### src/rtl/liats_pkg.sv
// Package for the leading ID3v2 / APEv2 tag stripper.
// Holds the tag constants, magic byte tables, state and verdict types.
// No dependencies; used by leading_id3_ape_tag_stripper.
`timescale 1ns / 1ps

package liats_pkg;

	// Default width of the running skipped-byte counter.
	localparam int SKIP_TOTAL_BITS_DEF = 48;
	// Width of the skipped total shown on the output word.
	localparam int SHOW_BITS = 48;

	// Header window: at most 20 bytes are held, in a 32-slot ring.
	localparam int WIN_DEPTH = 20;
	localparam int WIN_SLOTS = 32;
	localparam int WIN_AW = $clog2(WIN_SLOTS);

	// ID3v2 header layout.
	localparam int ID3_MAGIC_LEN = 3;
	localparam int ID3_HDR_LEN = 10;
	localparam logic [7:0] ID3_FOOTER_FLAG = 8'h10;
	localparam logic [32:0] ID3_BASE_SIZE = 33'd10;
	localparam logic [32:0] ID3_FOOTER_SIZE = 33'd10;

	// APEv2 header layout.
	localparam int APE_MAGIC_LEN = 8;
	localparam int APE_VER_LAST = 11;
	localparam int APE_HDR_LEN = WIN_DEPTH;
	localparam logic [31:0] APE_VER_1000 = 32'd1000;
	localparam logic [31:0] APE_VER_2000 = 32'd2000;
	localparam logic [31:0] APE_HAS_HEADER = 32'h1 << 29;
	localparam logic [31:0] APE_IS_HEADER = 32'h1 << 30;
	localparam logic [32:0] APE_HDR_SIZE = 33'd32;

	// Byte k of "ID3".
	function automatic logic [7:0] id3_magic(input logic [1:0] k);
		logic [7:0] c;
		case (k)
			2'd0: c = 8'h49;
			2'd1: c = 8'h44;
			2'd2: c = 8'h33;
			default: c = 8'h00;
		endcase
		return c;
	endfunction

	// Byte k of "APETAGEX".
	function automatic logic [7:0] ape_magic(input logic [2:0] k);
		logic [7:0] c;
		case (k)
			3'd0: c = 8'h41;
			3'd1: c = 8'h50;
			3'd2: c = 8'h45;
			3'd3: c = 8'h54;
			3'd4: c = 8'h41;
			3'd5: c = 8'h47;
			3'd6: c = 8'h45;
			3'd7: c = 8'h58;
			default: c = 8'h00;
		endcase
		return c;
	endfunction

	// Outcome of examining one more header byte.
	typedef enum logic [1:0] {
		V_NEED,
		V_OUT,
		V_FOUND
	} verdict_t;

	// Sequencer states.
	typedef enum logic [3:0] {
		ST_EXAM,
		ST_SKIP,
		ST_PASS,
		ST_TAG,
		ST_APPLY,
		ST_RS_RD,
		ST_RS_EV,
		ST_FL_RD,
		ST_FL_WR,
		ST_MARK
	} st_t;

	// One result word as held in the output queue.
	typedef struct packed {
		logic [SHOW_BITS-1:0] skipped_total;
		logic end_of_stream;
		logic has_byte;
		logic [7:0] out_byte;
	} out_word_t;

endpackage

### src/rtl/leading_id3_ape_tag_stripper.sv
// Top level of the leading ID3v2 / APEv2 tag stripper.
// Depends on liats_pkg for constants, magic tables and types.
//
//  channel | dir | tdata (low bit up)               | tuser    | tlast
//  s_*     | in  | in_byte[7:0]                     | -        | in_last
//  m_*     | out | out_byte[7:0], skipped_total[55:8] | has_byte | end_of_stream
//
// Bytes passed, skipped or added to the header window take one state each. A found
// tag then goes through a size check and a counter update. Re-examining held bytes
// and flushing them take a read state, then an evaluate or write state, per byte,
// set by the single window memory with its registered read port. Reset (arst_n)
// clears the sequencer and counters; the window memory needs no clearing pass. A
// stalled m side stops input only once the two-word output queue is full.
`timescale 1ns / 1ps

module leading_id3_ape_tag_stripper #(
	parameter int SKIP_TOTAL_BITS = liats_pkg::SKIP_TOTAL_BITS_DEF
) (
	input  logic        clk,
	input  logic        arst_n,
	input  logic        s_tvalid,
	output logic        s_tready,
	input  logic [7:0]  s_tdata,   // in_byte[7:0]
	input  logic        s_tlast,
	output logic        m_tvalid,
	input  logic        m_tready,
	output logic [55:0] m_tdata,   // out_byte[7:0], skipped_total[55:8]
	output logic        m_tuser,   // has_byte
	output logic        m_tlast
);

	localparam int AW = liats_pkg::WIN_AW;

	liats_pkg::st_t state_q, state_d;
	liats_pkg::verdict_t verdict;

	logic [AW-1:0] base_q, held_q, scan_q, fl_idx_q;
	logic          last_q, id3_ok_q, ape_ok_q, le_q;
	logic [32:0]   size_q, amt_q, skip_rem_q;
	logic [SKIP_TOTAL_BITS-1:0] skip_cnt_q;
	logic [7:0]    lo_q [5:10];
	logic [7:0]    sz_q [0:3];

	// Window memory and its registered read port.
	logic [7:0]    win_mem [liats_pkg::WIN_SLOTS];
	logic [7:0]    rd_q;
	logic          mem_we, mem_re;
	logic [AW-1:0] wr_addr, rd_addr;

	// Output queue.
	liats_pkg::out_word_t oq_mem [2];
	logic [1:0]    oq_cnt_q;
	logic          oq_wp_q, oq_rp_q;
	logic          can_push, push, pop;
	liats_pkg::out_word_t push_word;

	logic          accept, cls_act, fl_last, rs_end;
	logic [7:0]    cls_byte;
	logic          id3_m, ape_m;
	logic [31:0]   ape_ver, ape_flags;
	logic [32:0]   id3_size, ape_size, cls_size;
	logic          inc_en;
	logic [32:0]   inc_amt;
	logic [SKIP_TOTAL_BITS:0]   cnt_sum;
	logic [SKIP_TOTAL_BITS-1:0] cnt_next;
	logic [63:0]   cnt_wide;
	logic [liats_pkg::SHOW_BITS-1:0] shown;

	assign accept   = s_tvalid && s_tready;
	assign can_push = (oq_cnt_q != 2'd2);
	assign pop      = m_tvalid && m_tready;
	assign fl_last  = (fl_idx_q == held_q - AW'(1));
	assign rs_end   = (scan_q + AW'(1) == held_q);
	assign cls_act  = (state_q == liats_pkg::ST_RS_EV) ||
		(state_q == liats_pkg::ST_EXAM && accept);

	// Examine one header byte at window position scan_q.
	always_comb begin
		cls_byte = (state_q == liats_pkg::ST_RS_EV) ? rd_q : s_tdata;
		id3_m = id3_ok_q;
		if (scan_q < AW'(liats_pkg::ID3_MAGIC_LEN)) begin
			id3_m = id3_ok_q && (cls_byte == liats_pkg::id3_magic(scan_q[1:0]));
		end
		ape_m = ape_ok_q;
		if (scan_q < AW'(liats_pkg::APE_MAGIC_LEN)) begin
			ape_m = ape_ok_q && (cls_byte == liats_pkg::ape_magic(scan_q[2:0]));
		end
		ape_ver   = {cls_byte, lo_q[10], lo_q[9], lo_q[8]};
		ape_flags = {cls_byte, 24'h0};
		id3_size  = liats_pkg::ID3_BASE_SIZE + (33'(lo_q[6]) << 21) +
			(33'(lo_q[7]) << 14) + (33'(lo_q[8]) << 7) + 33'(cls_byte) +
			(((lo_q[5] & liats_pkg::ID3_FOOTER_FLAG) != 8'h0) ?
			liats_pkg::ID3_FOOTER_SIZE : 33'd0);
		ape_size  = 33'({sz_q[3], sz_q[2], sz_q[1], sz_q[0]}) +
			(((ape_flags & liats_pkg::APE_IS_HEADER) != 32'h0) ?
			liats_pkg::APE_HDR_SIZE : 33'd0);
		verdict  = liats_pkg::V_OUT;
		cls_size = id3_size;
		if (id3_m) begin
			if (scan_q == AW'(liats_pkg::ID3_HDR_LEN - 1)) begin
				verdict = liats_pkg::V_FOUND;
			end else begin
				verdict = liats_pkg::V_NEED;
			end
		end else if (ape_m) begin
			cls_size = ape_size;
			if (scan_q == AW'(liats_pkg::APE_VER_LAST) &&
				!(ape_ver == liats_pkg::APE_VER_1000 ||
				ape_ver == liats_pkg::APE_VER_2000)) begin
				verdict = liats_pkg::V_OUT;
			end else if (scan_q != AW'(liats_pkg::APE_HDR_LEN - 1)) begin
				verdict = liats_pkg::V_NEED;
			end else if ((ape_flags & liats_pkg::APE_HAS_HEADER) == 32'h0 ||
				ape_size == 33'd0) begin
				verdict = liats_pkg::V_OUT;
			end else begin
				verdict = liats_pkg::V_FOUND;
			end
		end
	end

	// Saturating skipped counter and the 48-bit view of it.
	always_comb begin
		cnt_sum  = {1'b0, skip_cnt_q} + (SKIP_TOTAL_BITS + 1)'(inc_amt);
		cnt_next = cnt_sum[SKIP_TOTAL_BITS] ? '1 : cnt_sum[SKIP_TOTAL_BITS-1:0];
		cnt_wide = 64'(skip_cnt_q);
		shown    = (|cnt_wide[63:liats_pkg::SHOW_BITS]) ? '1 :
			cnt_wide[liats_pkg::SHOW_BITS-1:0];
	end

	// Next state.
	always_comb begin
		state_d = state_q;
		case (state_q)
			liats_pkg::ST_EXAM: begin
				if (accept) begin
					case (verdict)
						liats_pkg::V_NEED: state_d = s_tlast ? liats_pkg::ST_FL_RD
							: liats_pkg::ST_EXAM;
						liats_pkg::V_FOUND: state_d = liats_pkg::ST_TAG;
						default: state_d = liats_pkg::ST_FL_RD;
					endcase
				end
			end
			liats_pkg::ST_SKIP: begin
				if (accept) begin
					if (s_tlast) begin
						state_d = liats_pkg::ST_MARK;
					end else if (skip_rem_q == 33'd1) begin
						state_d = liats_pkg::ST_EXAM;
					end
				end
			end
			liats_pkg::ST_PASS: begin
				if (accept && s_tlast) begin
					state_d = liats_pkg::ST_EXAM;
				end
			end
			liats_pkg::ST_TAG: state_d = liats_pkg::ST_APPLY;
			liats_pkg::ST_APPLY: begin
				if (le_q && held_q != size_q[AW-1:0]) begin
					state_d = liats_pkg::ST_RS_RD;
				end else if (last_q) begin
					state_d = liats_pkg::ST_MARK;
				end else begin
					state_d = le_q ? liats_pkg::ST_EXAM : liats_pkg::ST_SKIP;
				end
			end
			liats_pkg::ST_RS_RD: state_d = liats_pkg::ST_RS_EV;
			liats_pkg::ST_RS_EV: begin
				case (verdict)
					liats_pkg::V_NEED: begin
						if (!rs_end) begin
							state_d = liats_pkg::ST_RS_RD;
						end else begin
							state_d = last_q ? liats_pkg::ST_FL_RD : liats_pkg::ST_EXAM;
						end
					end
					liats_pkg::V_FOUND: state_d = liats_pkg::ST_TAG;
					default: state_d = liats_pkg::ST_FL_RD;
				endcase
			end
			liats_pkg::ST_FL_RD: state_d = liats_pkg::ST_FL_WR;
			liats_pkg::ST_FL_WR: begin
				if (can_push) begin
					if (!fl_last) begin
						state_d = liats_pkg::ST_FL_RD;
					end else begin
						state_d = last_q ? liats_pkg::ST_EXAM : liats_pkg::ST_PASS;
					end
				end
			end
			liats_pkg::ST_MARK: begin
				if (can_push) begin
					state_d = liats_pkg::ST_EXAM;
				end
			end
			default: state_d = liats_pkg::ST_EXAM;
		endcase
	end

	// Handshake, memory and queue strobes.
	always_comb begin
		s_tready  = 1'b0;
		mem_we    = 1'b0;
		mem_re    = 1'b0;
		push      = 1'b0;
		inc_en    = 1'b0;
		inc_amt   = 33'd1;
		push_word = '{skipped_total: shown, end_of_stream: 1'b0, has_byte: 1'b1,
			out_byte: rd_q};
		case (state_q)
			liats_pkg::ST_EXAM: begin
				s_tready = 1'b1;
				mem_we   = accept;
			end
			liats_pkg::ST_SKIP: begin
				s_tready = 1'b1;
				inc_en   = accept;
			end
			liats_pkg::ST_PASS: begin
				s_tready = can_push;
				push     = accept;
				push_word.out_byte      = s_tdata;
				push_word.end_of_stream = s_tlast;
			end
			liats_pkg::ST_APPLY: begin
				inc_en  = 1'b1;
				inc_amt = amt_q;
			end
			liats_pkg::ST_RS_RD: mem_re = 1'b1;
			liats_pkg::ST_FL_RD: mem_re = 1'b1;
			liats_pkg::ST_FL_WR: begin
				push = can_push;
				push_word.end_of_stream = last_q && fl_last;
			end
			liats_pkg::ST_MARK: begin
				push = can_push;
				push_word.out_byte      = 8'h00;
				push_word.has_byte      = 1'b0;
				push_word.end_of_stream = 1'b1;
			end
			default: begin
				push = 1'b0;
			end
		endcase
	end

	assign wr_addr = base_q + held_q;
	assign rd_addr = base_q + ((state_q == liats_pkg::ST_FL_RD) ? fl_idx_q : scan_q);

	// Window memory: one write and one registered read per cycle.
	always_ff @(posedge clk) begin
		if (mem_we) begin
			win_mem[wr_addr] <= s_tdata;
		end
	end

	always_ff @(posedge clk) begin
		if (mem_re) begin
			rd_q <= win_mem[rd_addr];
		end
	end

	// Sequencer and window bookkeeping.
	always_ff @(posedge clk or negedge arst_n) begin
		if (!arst_n) begin
			state_q    <= liats_pkg::ST_EXAM;
			base_q     <= '0;
			held_q     <= '0;
			scan_q     <= '0;
			fl_idx_q   <= '0;
			last_q     <= 1'b0;
			id3_ok_q   <= 1'b1;
			ape_ok_q   <= 1'b1;
			skip_cnt_q <= '0;
		end else begin
			state_q <= state_d;
			if (inc_en) begin
				skip_cnt_q <= cnt_next;
			end
			case (state_q)
				liats_pkg::ST_EXAM: begin
					if (accept) begin
						held_q   <= held_q + AW'(1);
						last_q   <= s_tlast;
						fl_idx_q <= '0;
						if (verdict == liats_pkg::V_NEED) begin
							scan_q   <= scan_q + AW'(1);
							id3_ok_q <= id3_m;
							ape_ok_q <= ape_m;
						end
					end
				end
				liats_pkg::ST_APPLY: begin
					if (le_q) begin
						base_q <= base_q + size_q[AW-1:0];
						held_q <= held_q - size_q[AW-1:0];
					end else begin
						held_q <= '0;
					end
					scan_q   <= '0;
					id3_ok_q <= 1'b1;
					ape_ok_q <= 1'b1;
				end
				liats_pkg::ST_RS_EV: begin
					fl_idx_q <= '0;
					if (verdict == liats_pkg::V_NEED) begin
						scan_q   <= scan_q + AW'(1);
						id3_ok_q <= id3_m;
						ape_ok_q <= ape_m;
					end
				end
				liats_pkg::ST_FL_WR: begin
					if (can_push) begin
						fl_idx_q <= fl_idx_q + AW'(1);
						if (fl_last) begin
							held_q   <= '0;
							scan_q   <= '0;
							id3_ok_q <= 1'b1;
							ape_ok_q <= 1'b1;
						end
					end
				end
				default: begin
					last_q <= last_q;
				end
			endcase
		end
	end

	// Header fields, tag size and skip length.
	always_ff @(posedge clk) begin
		if (cls_act) begin
			for (int k = 5; k <= 10; k++) begin
				if (scan_q == AW'(k)) begin
					lo_q[k] <= cls_byte;
				end
			end
			for (int k = 0; k < 4; k++) begin
				if (scan_q == AW'(k + 12)) begin
					sz_q[k] <= cls_byte;
				end
			end
			if (verdict == liats_pkg::V_FOUND) begin
				size_q <= cls_size;
			end
		end
		if (state_q == liats_pkg::ST_TAG) begin
			le_q       <= (size_q <= 33'(held_q));
			amt_q      <= (size_q <= 33'(held_q)) ? size_q : 33'(held_q);
			skip_rem_q <= size_q - 33'(held_q);
		end else if (state_q == liats_pkg::ST_SKIP && accept) begin
			skip_rem_q <= skip_rem_q - 33'd1;
		end
	end

	// Two-word output queue.
	always_ff @(posedge clk or negedge arst_n) begin
		if (!arst_n) begin
			oq_cnt_q <= '0;
			oq_wp_q  <= 1'b0;
			oq_rp_q  <= 1'b0;
		end else begin
			if (push) begin
				oq_wp_q <= ~oq_wp_q;
			end
			if (pop) begin
				oq_rp_q <= ~oq_rp_q;
			end
			if (push && !pop) begin
				oq_cnt_q <= oq_cnt_q + 2'd1;
			end else if (pop && !push) begin
				oq_cnt_q <= oq_cnt_q - 2'd1;
			end
		end
	end

	always_ff @(posedge clk) begin
		if (push) begin
			oq_mem[oq_wp_q] <= push_word;
		end
	end

	// Master side.
	assign m_tvalid = (oq_cnt_q != 2'd0);
	assign m_tdata  = {oq_mem[oq_rp_q].skipped_total, oq_mem[oq_rp_q].out_byte};
	assign m_tuser  = oq_mem[oq_rp_q].has_byte;
	assign m_tlast  = oq_mem[oq_rp_q].end_of_stream;

endmodule
### config.mk
export PLATFORM = sky130hd
export DESIGN_NAME = leading_id3_ape_tag_stripper
export DESIGN_NICKNAME = d
export VERILOG_FILES = /design/src/rtl/liats_pkg.sv /design/src/rtl/leading_id3_ape_tag_stripper.sv
export SDC_FILE = /design/constraint.sdc
export NUM_CORES = 1
export LEC_CHECK = 0
export ABC_AREA = 1
export BUFFER_PORTS_ARGS = -buffer_cell sky130_fd_sc_hd__buf_2
export CORE_ASPECT_RATIO = 1.75
export CORE_MARGIN = 2
export CORE_UTILIZATION = 40
export CTS_BUF_LIST = sky130_fd_sc_hd__clkbuf_8
export DETAILED_ROUTE_END_ITERATION = 8
export PLACE_DENSITY = 0.54
export SLEW_MARGIN = 40
export SYNTH_ARGS = -nofsm -noshare
export SYNTH_HDL_FRONTEND = slang
export SYNTH_SLANG_ARGS = --single-unit
### constraint.sdc
create_clock -name clk -period 8 [get_ports clk]
set_input_delay 1.6 -clock clk [delete_from_list [all_inputs] [get_ports clk]]
set_output_delay 1.6 -clock clk [all_outputs]
set_load 0.1 [all_outputs]
==> results.rst <==
.. list-table::
   :header-rows: 1

   * - Metric
     - Value
   * - Result of the run
     - completed
   * - Detailed-route wire length on metal 1
     - 29000 um
   * - Post-route worst hold slack
     - 0.499 ns
   * - Number of flops mapped to enable cells by yosys
     - between 500 and 600
   * - Critical Path Sink Type
     - flip-flop
   * - Share of layout cells above drive strength 1
     - a little over a tenth
   * - Post-synthesis instance area
     - 31600 um2
   * - Hold endpoint
     - ape_ok_q
   * - DR top layer
     - met4
   * - Post-route minimum period
     - 5.08 ns
   * - CTS tree
     - done
   * - Cell row count
     - between 100 and 150
   * - Final hold vios
     - 0
   * - Crit path required time
     - 8.63 ns
   * - Number of hold-repair buffers added at the cts stage
     - 0
   * - Maximum number of pins on one net before global-route repair
     - 113
   * - Area overhead of the layout relative to synthesis
     - 11.4%
   * - RSZ-0062 raised after global routing
     - no
   * - Worst IR drop on VDD
     - 0.321 mV
   * - Detailed placement HPWL
     - around 66000 um
   * - Clock tree buffer depth
     - 3
   * - Share of synthesized registers carrying an async set or reset
     - 12.5%
   * - Count of endpoints failing setup in the final report
     - 0
   * - Initial drt markers
     - 1433
   * - Kind of critical path
     - flip-flop to flip-flop
   * - Most common cell after layout, fill and taps aside
     - nand2_1
   * - Data arrival time at the worst-slack endpoint
     - 5.70 ns
   * - Synthesized netlist cell count
     - 3234
   * - Seq/Total Area, Yosys
     - between 50% and 60%
   * - Mean post-synth cell area
     - 9.78 um2
   * - Remaining antenna violation count
     - 0
   * - Clock latency on the worst-skew pair
     - 0.78 ns
   * - Startpoint kind of the worst setup timing path
     - flip-flop
   * - Maximum fanout along the worst path
     - 21
   * - Root buffer selected by CTS
     - clkbuf_8
   * - Port Buffer Count
     - 72
   * - Number of buffers inserted to repair setup after CTS
     - 0
   * - Area of the core
     - 78400 um2
   * - Worst Reg2Reg Path Length in Cells
     - 23
   * - Sum of overflow across all layers after global routing
     - 0
   * - Worst-case clock skew
     - 0.0501 ns
   * - Number of library cell types mapped by synthesis
     - between 60 and 70
   * - TritonCTS buffer count
     - 94
   * - Via/cell ratio
     - 5.13
   * - Type of the tightest min-delay check
     - flip-flop to flip-flop
   * - Min-Delay Startpoint
     - ape_ok_q
   * - Terminus of the critical flop-to-flop path
     - shown[9]
   * - Synthesized flop and latch total
     - 632
   * - Post-layout net count
     - 3457
   * - Final period util
     - 63.4%
   * - Die Outline Area
     - between 80000 and 90000 um2
   * - Critical path origin
     - state_q[1]
   * - Launch instance of the worst register-to-register path
     - state_q[1]
   * - Clock-pin slew on the worst setup and hold paths
     - 0.07 ns
   * - Die width
     - 217 um
   * - Pin slew with the least headroom to its limit
     - around 0.84 ns
   * - Routability cong.
     - 0.935
   * - WL met2
     - 51100 um
   * - Total count of max-transition violations in the final report
     - 0
   * - Number of global-route vias before repair
     - 23600
   * - Number of H-tree branching levels
     - 3
   * - Number of antenna violations at the first check in global routing
     - 2
   * - Leak
     - between 10 and 15 nW
   * - DR WL met3
     - between 2000 and 3000 um
   * - I/O pin cnt
     - 73
   * - Number of sinks driven by the clock tree
     - roughly 630
   * - WL final
     - 88800 um
   * - Average detailed-routed wire length per instance
     - 19.9 um
   * - Total via count in the routed design
     - 23000
   * - All-layer global routing usage
     - 22.1%
   * - Most frequent cells in the layout
     - 694 x nand2_1, 553 x edfxtp_1, 550 x nor2_1
   * - Power Dens Cells
     - around 400 nW/um2
   * - Flop-to-flop setup slack
     - 2.92 ns
   * - Initial cell density of the core
     - between 40% and 50%
   * - Max capacitance violation total
     - 0
   * - Count of cells along the worst hold path
     - 2
   * - Yosys Warn Count
     - 0
   * - Maximum operating frequency
     - 197 MHz
   * - Tightest slew margin relative to the limit
     - 43.5%
   * - Post-CTS resize count
     - 0
   * - Count of filler cells inserted in the layout
     - approximately 7600
   * - Final setup TNS
     - 0 ns
   * - Most used flip-flop cell after synthesis
     - edfxtp_1
   * - DRC violation count after routing
     - 0
   * - Overall die height
     - 376 um
   * - Number of detailed-routing iterations run before antenna repair
     - 7
   * - Wire length of the first global-routing pass
     - between 100000 and 150000 um
flip-flops by register name, summed over array words and instances, names as in the netlist:
signal and cells:
win_mem 256, oq_mem 116, shown 48, lo_q 41, amt_q 33, size_q 33
skip_rem_q 33, sz_q 32, rd_q 8, base_q 5, fl_idx_q 5, held_q 5
scan_q 5, state_q 4, oq_cnt_q 2, ape_ok_q 1, id3_ok_q 1, last_q 1
le_q 1, oq_rp_q 1, oq_wp_q 1
worst max path at each step:
stage	endpoint	slack [ns]	cells after the start
6_report	shown[9]	2.92	23
5_1_grt	shown[22]	2.45	23
4_1_cts	shown[1]	2.91	23
3_5_place_dp	scan_q[3]	2.47	27
3_3_place_gp	rd_q[3]	2.50	15
2_1_floorplan	oq_mem[1][0]	2.13	8
report_power, final:
group	total (mW)	switching (mW)	internal (mW)
clock network	2.63	1.31	1.32
registers	4.46	0.326	4.14
logic	7.17	5.06	2.11
total	14.3	6.69	7.57
Yosys cell counts (25+ instances only):
cell type    n  area share (%)
o21ai_0    184             2.9
xor2_1      76             2.1
nand2_1    695             8.2
xnor2_1     42             1.2
inv_1      288             3.4
dfrtp_1     77             6.1
mux2_2      48             1.7
nor3_1      36            0.57
ha_1        80             3.2
nor2_1     591             7.0
a21oi_1    102             1.6
edfxtp_1   553              52
clkbuf_1    80            0.95
o32ai_1     65             1.8
nand3_1    100             1.6
nand4_1     25            0.49
layer usage:
layer  up-vias  GRT usage (%)
li1      11300              -
met1     10900           19.9
met2       518           44.8
met3       236           2.88
met4         0           14.4
met5         -              0
layout make-up:
| class | instances | area (um2) | area share [%] |
|---|---|---|---|
| antenna | 2 | 5.00 | 0.0142 |
| tap | 1035 | 1290 | 3.67 |
| multi-input combinational | 2238 | 11800 | 33.6 |
| inverter | 295 | 1110 | 3.14 |
| timing repair buffer | 97 | 579 | 1.64 |
| clock buffer | 99 | 1360 | 3.87 |
| clock inverter | 75 | 483 | 1.37 |
| sequential | 632 | 18600 | 52.7 |
logic make-up after synthesis:
| logic type | share of synthesized area [%] |
|---|---|
| xor+xnor | 3.27 |
| flops | 58.8 |
| mux | 1.74 |
| simple gates | 19.3 |
| buf+inv | 4.72 |
| other cells | 0.0119 |
| compound gates | 8.65 |
| fa+ha+maj | 3.54 |
metrics by stage:
| step | std cells | instance area [um2] | power (mW) | utilization [%] | setup slack, ns |
|---|---|---|---|---|---|
| after floorplan | 3261 | 31700 | 9.66 | - | 2.13 |
| after global placement | 4296 | 33300 | 11.6 | 42.4 | 2.50 |
| after detailed placement | 4297 | 33400 | 11.7 | 42.5 | 2.47 |
| after CTS | 4471 | 35200 | 14.4 | 44.9 | 2.91 |
| after global routing | 4472 | 35200 | 15.2 | 44.9 | 2.45 |
| final | 4473 | 35200 | 14.3 | 44.9 | 2.92 |
worst max-delay path, stage by stage (launching register included):
cell and delay, ns:
dfrtp_1 0.44, nor2_1 0.15, inv_1 0.10, nor2_1 0.39, inv_1 0.38, buf_4 0.33
nor2_1 0.13, ha_1 0.30, a21oi_1 0.18, o21ai_1 0.12, nand2_1 0.08, nand2_1 0.07
nand2_1 0.06, nand2_1 0.07, nand3b_1 0.10, o211ai_2 0.11, nand3_1 0.10, nand2_1 0.16
a21oi_1 0.34, nor2_1 0.14, nand2_1 0.08, nand2_1 0.39, inv_2 0.53, a21oi_1 0.14
Note: power is estimated with default switching activity, not from simulation.
